`src/sv/slc_pkg.sv`:
```
package slc_pkg;

  // Input modes
  localparam logic [1:0] MODE_RX      = 2'd0;
  localparam logic [1:0] MODE_RELEASE = 2'd1;
  localparam logic [1:0] MODE_READ    = 2'd2;

  // Line events
  localparam logic [2:0] EV_NONE      = 3'd0;
  localparam logic [2:0] EV_LINK_UP   = 3'd1;
  localparam logic [2:0] EV_FAIL      = 3'd2;
  localparam logic [2:0] EV_PROGRESS  = 3'd3;
  localparam logic [2:0] EV_IP        = 3'd4;
  localparam logic [2:0] EV_STORED    = 3'd5;
  localparam logic [2:0] EV_DROPPED   = 3'd6;
  localparam logic [2:0] EV_EMPTY     = 3'd7;

  // Framing characters
  localparam logic [7:0] CHAR_CR = 8'h0D;
  localparam logic [7:0] CHAR_LF = 8'h0A;

  // Status patterns: whole-line matches plus the "@IP" prefix
  localparam int PAT_COUNT   = 6;
  localparam int PAT_MAX_LEN = 18;
  localparam int PAT_W       = 8 * PAT_MAX_LEN;
  localparam int IP_BIT      = 6;
  localparam int LIVE_W      = 7;
  localparam logic [LIVE_W-1:0] LIVE_ALL = '1;

  localparam logic [PAT_W-1:0] PAT_TEXT [PAT_COUNT] = '{
    PAT_W'({"@SERVER", "_OK"}),
    PAT_W'({"@SERVER", "_FAIL"}),
    PAT_W'({"@WIFI", "_FAIL"}),
    PAT_W'("@WIFI_OK"),
    PAT_W'({"@WIFI", "_CONNECTING"}),
    PAT_W'({"@SERVER", "_CONNECTING"})
  };
  localparam logic [4:0] PAT_LEN [PAT_COUNT] = '{
    5'd10, 5'd12, 5'd10, 5'd8, 5'd16, 5'd18
  };
  localparam logic [2:0] PAT_EVENT [PAT_COUNT] = '{
    EV_LINK_UP, EV_FAIL, EV_FAIL, EV_PROGRESS, EV_PROGRESS, EV_PROGRESS
  };
  localparam logic [7:0] IP_TEXT [3] = '{8'h40, 8'h49, 8'h50};

  typedef struct packed {
    logic [1:0] mode;
    logic [7:0] rx_byte;
    logic [6:0] read_index;
  } slc_in_t;

  typedef struct packed {
    logic       connected;
    logic       packet_ready;
    logic [7:0] read_char;
    logic [2:0] line_event;
  } slc_out_t;

  // Per-item status handed from the parser core to the output pipeline
  typedef struct packed {
    logic       connected;
    logic       packet_ready;
    logic [2:0] line_event;
    logic       rd_hit;
  } slc_step_t;

  // Character p of pattern k; caller guarantees p is below the pattern length
  function automatic logic [7:0] pat_byte(input int k, input logic [4:0] p);
    int         base;
    logic [7:0] ch;
    base = 8 * (int'(PAT_LEN[k]) - 1 - int'(p));
    ch   = PAT_TEXT[k][base +: 8];
    return ch;
  endfunction

endpackage

```
`src/sv/status_line_classifier_unit.sv`:
```
// Status line classifier.
// Input channel in_valid/in_ready/in_item carries one item per handshake:
// mode 0 feeds one received byte, mode 1 releases the packet slot, mode 2
// reads one character of the stored packet at read_index.
// Output channel out_valid/out_ready/out_item returns exactly one result
// per input item, in order: connection flag, packet-ready flag, the read
// character (0 outside mode 2 or at/past the packet length) and the line
// event code, which is nonzero only on a line feed.
// The parser state, stage 1 and the packet buffer read load at the input
// accept; the output register loads from stage 1 when it is free or
// drains, and out_valid rises with it. Throughput is one item per cycle
// while out_ready stays high.
// The line and packet live in two buffers of LINE_MAX bytes that swap roles
// when a command line is stored, so storing needs no copy.
// Reset clears the line, packet length, flags and both pipeline stages;
// buffer contents are not cleared and need no clearing pass.
// When the receiver stalls, one more item is accepted into the pipeline
// register; after that in_ready drops until out_ready returns.
module status_line_classifier_unit
  import slc_pkg::*;
#(
  parameter int LINE_MAX = 127
) (
  input  logic     clk,
  input  logic     rst_n,
  input  logic     in_valid,
  output logic     in_ready,
  input  slc_in_t  in_item,
  output logic     out_valid,
  input  logic     out_ready,
  output slc_out_t out_item
);

  slc_step_t  step;
  logic [7:0] rd_data;
  logic       in_fire;
  logic       s1_move;

  logic       s1_valid_r, s1_valid_nxt;
  slc_step_t  s1_step_r;
  logic       out_valid_r, out_valid_nxt;
  slc_out_t   out_item_r, out_item_nxt;

  slc_core #(
    .LINE_MAX(LINE_MAX)
  ) u_core (
    .clk    (clk),
    .rst_n  (rst_n),
    .accept (in_fire),
    .item   (in_item),
    .step   (step),
    .rd_data(rd_data)
  );

  // Handshake: stage 1 moves when the output register is free or drains
  assign s1_move  = s1_valid_r && (!out_valid_r || out_ready);
  assign in_ready = !s1_valid_r || s1_move;
  assign in_fire  = in_valid && in_ready;

  assign s1_valid_nxt  = in_fire || (s1_valid_r && !s1_move);
  assign out_valid_nxt = s1_move || (out_valid_r && !out_ready);

  // Build the result item from stage 1 and the buffer read data
  always_comb begin
    out_item_nxt.connected    = s1_step_r.connected;
    out_item_nxt.packet_ready = s1_step_r.packet_ready;
    out_item_nxt.read_char    = s1_step_r.rd_hit ? rd_data : 8'd0;
    out_item_nxt.line_event   = s1_step_r.line_event;
  end

  always_ff @(posedge clk) begin
    if (!rst_n) begin
      s1_valid_r  <= 1'b0;
      out_valid_r <= 1'b0;
    end else begin
      s1_valid_r  <= s1_valid_nxt;
      out_valid_r <= out_valid_nxt;
    end
  end

  // Hold payload unless the stage advances
  always_ff @(posedge clk) begin
    if (in_fire) begin
      s1_step_r <= step;
    end
    if (s1_move) begin
      out_item_r <= out_item_nxt;
    end
  end

  assign out_valid = out_valid_r;
  assign out_item  = out_item_r;

  a_s1_hold: assert property (@(posedge clk) disable iff (!rst_n)
    s1_valid_r && !s1_move |=> s1_valid_r && $stable(s1_step_r))
    else $error("stage 1 item lost while stalled");

  a_fire_fills: assert property (@(posedge clk) disable iff (!rst_n)
    in_fire |=> s1_valid_r)
    else $error("accepted item missing from stage 1");

  a_char_no_event: assert property (@(posedge clk) disable iff (!rst_n)
    out_valid_r && (out_item_r.read_char != 8'd0) |-> (out_item_r.line_event == EV_NONE))
    else $error("read character reported with a line event");

endmodule

```
`src/sv/slc_core.sv`:
```
module slc_core
  import slc_pkg::*;
#(
  parameter int LINE_MAX = 127
) (
  input  logic      clk,
  input  logic      rst_n,
  input  logic      accept,
  input  slc_in_t   item,
  output slc_step_t step,
  output logic [7:0] rd_data
);

  localparam int LEN_W  = $clog2(LINE_MAX + 1);
  localparam int ADDR_W = $clog2(LINE_MAX);
  localparam int CMP_W  = (LEN_W > 7) ? LEN_W : 7;

  // Parser state
  logic [LEN_W-1:0]  line_len_r, line_len_nxt;
  logic [LIVE_W-1:0] live_r, live_nxt;
  logic [LEN_W-1:0]  pkt_len_r, pkt_len_nxt;
  logic              conn_r, conn_nxt;
  logic              full_r, full_nxt;
  logic              line_bank_r, line_bank_nxt;

  // Two line buffers: one collects the line, the other holds the packet
  logic [7:0]        buf_mem [2][LINE_MAX];
  logic [7:0]        rd_data_r;
  logic              wr_en;
  logic [ADDR_W-1:0] wr_addr;
  logic              rd_en;
  logic [ADDR_W-1:0] rd_addr;
  logic [CMP_W-1:0]  idx_ext;
  logic [2:0]        match_ev;
  logic [2:0]        ev;

  assign idx_ext = CMP_W'(item.read_index);
  assign rd_addr = idx_ext[ADDR_W-1:0];
  assign wr_addr = line_len_r[ADDR_W-1:0];

  // Classify the line collected so far against the whole-line patterns, then the "@IP" prefix
  always_comb begin
    match_ev = EV_NONE;
    for (int k = PAT_COUNT - 1; k >= 0; k--) begin
      if (live_r[k] && (line_len_r == LEN_W'(PAT_LEN[k]))) begin
        match_ev = PAT_EVENT[k];
      end
    end
    if ((match_ev == EV_NONE) && live_r[IP_BIT] && (line_len_r >= LEN_W'(3))) begin
      match_ev = EV_IP;
    end
  end

  // Next state for one accepted item
  always_comb begin
    line_len_nxt  = line_len_r;
    live_nxt      = live_r;
    pkt_len_nxt   = pkt_len_r;
    conn_nxt      = conn_r;
    full_nxt      = full_r;
    line_bank_nxt = line_bank_r;
    ev            = EV_NONE;
    wr_en         = 1'b0;
    rd_en         = 1'b0;
    case (item.mode)
      MODE_RX: begin
        if (item.rx_byte == CHAR_LF) begin
          if (line_len_r == '0) begin
            ev = EV_EMPTY;
          end else begin
            ev = match_ev;
            if (match_ev == EV_LINK_UP) begin
              conn_nxt = 1'b1;
            end else if (match_ev == EV_FAIL) begin
              conn_nxt = 1'b0;
            end else if (match_ev == EV_NONE) begin
              if (full_r) begin
                ev = EV_DROPPED;
              end else begin
                // Swap buffers: the finished line becomes the packet
                ev            = EV_STORED;
                full_nxt      = 1'b1;
                pkt_len_nxt   = line_len_r;
                line_bank_nxt = ~line_bank_r;
              end
            end
          end
          line_len_nxt = '0;
          live_nxt     = LIVE_ALL;
        end else if ((item.rx_byte != CHAR_CR) && (line_len_r < LEN_W'(LINE_MAX))) begin
          // Append and drop every pattern that this byte breaks
          for (int k = 0; k < PAT_COUNT; k++) begin
            if (!((line_len_r < LEN_W'(PAT_LEN[k])) &&
                  (pat_byte(k, line_len_r[4:0]) == item.rx_byte))) begin
              live_nxt[k] = 1'b0;
            end
          end
          if ((line_len_r < LEN_W'(3)) && (IP_TEXT[line_len_r[1:0]] != item.rx_byte)) begin
            live_nxt[IP_BIT] = 1'b0;
          end
          wr_en        = 1'b1;
          line_len_nxt = line_len_r + LEN_W'(1);
        end
      end
      MODE_RELEASE: begin
        full_nxt = 1'b0;
      end
      MODE_READ: begin
        rd_en = (idx_ext < CMP_W'(pkt_len_r));
      end
      default: begin
      end
    endcase
  end

  assign step.connected    = conn_nxt;
  assign step.packet_ready = full_nxt;
  assign step.line_event   = ev;
  assign step.rd_hit       = rd_en;

  // Advance state on each accepted item
  always_ff @(posedge clk) begin
    if (!rst_n) begin
      line_len_r  <= '0;
      live_r      <= LIVE_ALL;
      pkt_len_r   <= '0;
      conn_r      <= 1'b0;
      full_r      <= 1'b0;
      line_bank_r <= 1'b0;
    end else if (accept) begin
      line_len_r  <= line_len_nxt;
      live_r      <= live_nxt;
      pkt_len_r   <= pkt_len_nxt;
      conn_r      <= conn_nxt;
      full_r      <= full_nxt;
      line_bank_r <= line_bank_nxt;
    end
  end

  // Write the line buffer, read the packet buffer
  always_ff @(posedge clk) begin
    if (accept && wr_en) begin
      buf_mem[line_bank_r][wr_addr] <= item.rx_byte;
    end
    if (accept && rd_en) begin
      rd_data_r <= buf_mem[~line_bank_r][rd_addr];
    end
  end

  assign rd_data = rd_data_r;

  a_len_bound: assert property (@(posedge clk) disable iff (!rst_n)
    line_len_r <= LEN_W'(LINE_MAX))
    else $error("line length past limit");

  a_lf_clears: assert property (@(posedge clk) disable iff (!rst_n)
    accept && (item.mode == MODE_RX) && (item.rx_byte == CHAR_LF)
    |=> (line_len_r == '0) && (live_r == LIVE_ALL))
    else $error("line state not cleared after line feed");

  a_store_swaps: assert property (@(posedge clk) disable iff (!rst_n)
    accept && (step.line_event == EV_STORED)
    |=> full_r && (line_bank_r != $past(line_bank_r)) && (pkt_len_r != '0))
    else $error("stored packet did not swap buffers");

endmodule
```
`config.mk`:
```
export PLATFORM = sky130hd
export DESIGN_NAME = status_line_classifier_unit
export DESIGN_NICKNAME = d
export VERILOG_FILES = /design/src/sv/slc_pkg.sv /design/src/sv/status_line_classifier_unit.sv /design/src/sv/slc_core.sv
export SDC_FILE = /design/constraint.sdc
export NUM_CORES = 2
export LEC_CHECK = 0
export BUFFER_PORTS_ARGS = -buffer_cell sky130_fd_sc_hd__buf_2
export CORE_MARGIN = 2
export CORE_UTILIZATION = 65
export CTS_CLUSTER_SIZE = 20
export DETAILED_ROUTE_END_ITERATION = 6
export PLACE_DENSITY = 0.77
export SKIP_CTS_REPAIR_TIMING = 1
export SLEW_MARGIN = 20
export SYNTH_ARGS = -nofsm -noshare
export SYNTH_HDL_FRONTEND = slang
export SYNTH_HIERARCHICAL = 1
export SYNTH_SLANG_ARGS = --single-unit
```
`constraint.sdc`:
```
create_clock -name clk -period 6.65 [get_ports clk]
set_input_delay 0.9975 -clock clk [delete_from_list [all_inputs] [get_ports clk]]
set_output_delay 0.9975 -clock clk [all_outputs]
set_load 0.01 [all_outputs]
```
==> impl_results.md <==
* Switching component of the power at 5.45 mW
* Worst hold slack at 448 ps
* Setup repair after global routing missed its margin: false
* Internal power at 21.1 mW
* Instance area after placement at 84800 µm²
* Yosys warning total at 6
* CTS tree: built
* Critical Path Max Stage Delay at 960 ps
* WL per Instance at 33.9 µm
* Status: finished clean
* Clk_skew at 35.8 ps
* Remaining DRCs at 0
* Avg Synthesized Cell Area at 19.4 µm²
* Clock buffer depth at 3
* Slew at the pin with the worst max-slew slack at 1260 ps
* Ratio of final minimum period to clock period at 0.729
* CTS Buf Count at 196
* Placeable core region at 127000 µm²
* Die Span Y at 362 µm
* Starting utilization of the core area at 0.653
* Total power consumption of the routed design at 26.6 mW
* Critical path cell sequence: ha_1 -> nand3_1 -> o211a_1 -> o31ai_2 -> nor2_2 -> buf_4 -> nand3_1 -> nor2_1
* CTS Root Buffer Type: sky130_fd_sc_hd__clkbuf_16
* Vias in the first global route at 43000
* Crit path top cell by count: sky130_fd_sc_hd__nand3_1
* Max-slew violation count at 0
* Remaining global-route overflow at 0
* Remaining max-slew budget at the tightest pin at 0.160
* Setup ws final at 1800 ps
* Required time worst endpoint at 7100 ps
* Most common library cell in the layout ignoring fill and taps: sky130_fd_sc_hd__edfxtp_1
* Ratio of cells with drive above 1 in the final layout at 0.195
* Overall via count from detail_route at 44100
* Count of max-cap constraint violations at 0
* Worst setup SP type: flip-flop
* Clock network power share at 0.421
* Skew-Pair Late Insertion Delay at 820 ps
* Initial antenna violation count at 6
* Port Buf Inserts at 35
* Pin count of the biggest net entering global routing at 207
* Arrival time of the worst setup path at 5300 ps
* Type of the worst setup path: flip-flop to flip-flop
* Floorplan row count at 131
* Fraction of synthesis flops using an asynchronous set or reset pin at 0
* Number of violations reported at the end of detailed-routing iteration 0 at 6867
* Via density at 7.15
* DPL Wire Length at 123000 µm
* Number of nets produced by synthesis at 4323
* Count of flip-flops with a built-in enable after synthesis at 2059
* Critical path fanouts, max at 27
* # setup viols final at 0
* Post-route design area at 91300 µm²
* Power density over the cells at 291 nW/µm²
* Register bit count reported by yosys at 2085
* Upper clock frequency limit at 206 MHz
* Class of the worst hold path: flip-flop to flip-flop
* RD Place Congestion at 0.920
* DIE AREA at 131000 µm²
* Post-route minimum period at 4850 ps
* H-tree depth at 4
* Area of the mapped netlist at 83100 µm²
* Num Clock Sinks at 2085
* TritonRoute pass-1 iters at 6
* Comb pwr share at 0.035
* Setup WS pre-CTS at 1880 ps
* Commonest cells after routing, fill and taps aside: 2059 x sky130_fd_sc_hd__edfxtp_1, 435 x sky130_fd_sc_hd__mux4_2, 320 x sky130_fd_sc_hd__nor2_1
* Max stage delay cell, worst path: sky130_fd_sc_hd__nor2_1
* Count of mapped cells out of synthesis at 4278
* Leakage power of the design at 27.6 nW
* Wire length of the first global-routing pass at 303000 µm
* Number of nets in the finished design at 4376
* IO Pins at 36
* Count of final hold-check violations at 0
* Synth Flop Type: sky130_fd_sc_hd__edfxtp_1
* Total wire length after detailed routing at 209000 µm
* Category of the worst setup path capture point: flip-flop
* Sequential share of power at 0.544
* X dimension of the die at 362 µm
* Remaining antenna violation count after routing at 0
* Switching share of total power at 0.205
* Peak ir drop on the vdd network at 0.000301 V
* Share of the yosys chip area belonging to registers at 0.751
* Clock-pin transition on the worst setup and hold timing paths at 60 ps
* Setup TNS after final layout at 0 ps
* Global-route usage over all layers at 0.325
* P&R area growth vs syn at 9.90%
* Number of distinct library cells after synthesis at 74
-- cells by family after synthesis --
group | count (synthesis) | share of synthesized area
DFF | 2085 | 0.751
and+or+nand+nor | 674 | 0.0369
muxes | 671 | 0.147
AOI/OAI and AO/OA | 500 | 0.0409
buffers and inverters | 294 | 0.0183
xor gates and xnor gates | 30 | 0.00325
adders and majority gates | 24 | 0.00361
-- metal layers --
layer	vias up	track usage	wire length [µm]
met1	22600	0.457	75600
met4	8	0.141	10300
li1	17700	-	-
met3	533	0.0905	26400
met2	3237	0.486	96500
met5	-	0	80
-- per-stage QoR --
stage | cells | utilization
finish | 6167 | 0.718
global route | 6163 | 0.718
CTS | 6163 | 0.718
detailed placement | 5795 | 0.667
global placement | 5795 | 0.667
floorplan | 4278 | -
-- power groups by stage --
stage	clock network (mW)	logic, mW	registers (mW)
floorplan	0	0.418	14.7
global placement	0	0.873	14.7
detailed placement	0	0.891	14.7
CTS	11.3	0.900	14.5
global route	11.8	0.955	14.5
finish	11.2	0.925	14.5
-- synthesized netlist by cell type, drive strengths merged, types with 14 or more instances --
cell type  instances  area share
nor2b             35      0.0027
clkbuf           113      0.0051
nor4              22      0.0017
inv               30      0.0014
mux4             435        0.12
buf              148       0.012
a22oi             44      0.0040
nand2b            24      0.0018
nand2            111      0.0050
mux2i            224       0.027
o221ai            73      0.0077
a211oi            31      0.0029
ha                24      0.0036
o21ai             64      0.0039
nand4             14      0.0011
xnor2             21      0.0023
a21oi            108      0.0065
edfxtp          2059        0.74
a31oi             25      0.0019
o22ai             70      0.0053
nand3             51      0.0031
nor2             322       0.015
dfxtp             26      0.0063
nor3              39      0.0024
-- state kept, by name, summed over array words and instances (netlist names) --
register,flops
out_item_nxt,5
u_core/line_len_r,7
s1_step_r,1
u_core/conn_r,1
u_core/line_bank_r,1
u_core/rd_data,8
out_valid,1
u_core/live_r,7
u_core/pkt_len_r,7
u_core/full_r,1
u_core/buf_mem,2032
out_item,13
s1_valid_r,1
-- path summary, 6_finish.rpt --
check / from / to / slack (ps) / depth (start not counted)
worst max-delay path: u_core/line_len_r[3]$_SDFFE_PN0P_ / u_core/buf_mem[1][928]$_DFFE_PP_ / 1800 / 8
worst min-delay path: out_item_nxt[1]$_DFFE_PP_ / out_item[1]$_DFFE_PP_ / 450 / 0
worst max register to register: u_core/line_len_r[3]$_SDFFE_PN0P_ / u_core/buf_mem[1][928]$_DFFE_PP_ / 1800 / 8
worst min register to register: out_item_nxt[1]$_DFFE_PP_ / out_item[1]$_DFFE_PP_ / 450 / 0
-- worst max-delay path: cells and delay by family, from the launching register on --
kind                     cells  cell delay [ps]
AO/OA/AOI/OAI                2              400
flip-flops                   1              520
buffers and inverters        1              380
adder cells (fa/ha/maj)      1              580
AND/OR/NAND/NOR              4             2580
-- final cells by class --
type / instances / area (µm²)
Sequential cell: 2085 / 62400
Fill cell: 7152 / 35900
Multi-Input combinational cell: 1899 / 19300
Clock buffer: 248 / 5330
Tap cell: 1662 / 2080
Clock inverter: 120 / 1130
Timing Repair Buffer: 116 / 1010
Inverter: 33 / 125
Antenna cell: 4 / 10.0
(Power assumes the default switching activity.)
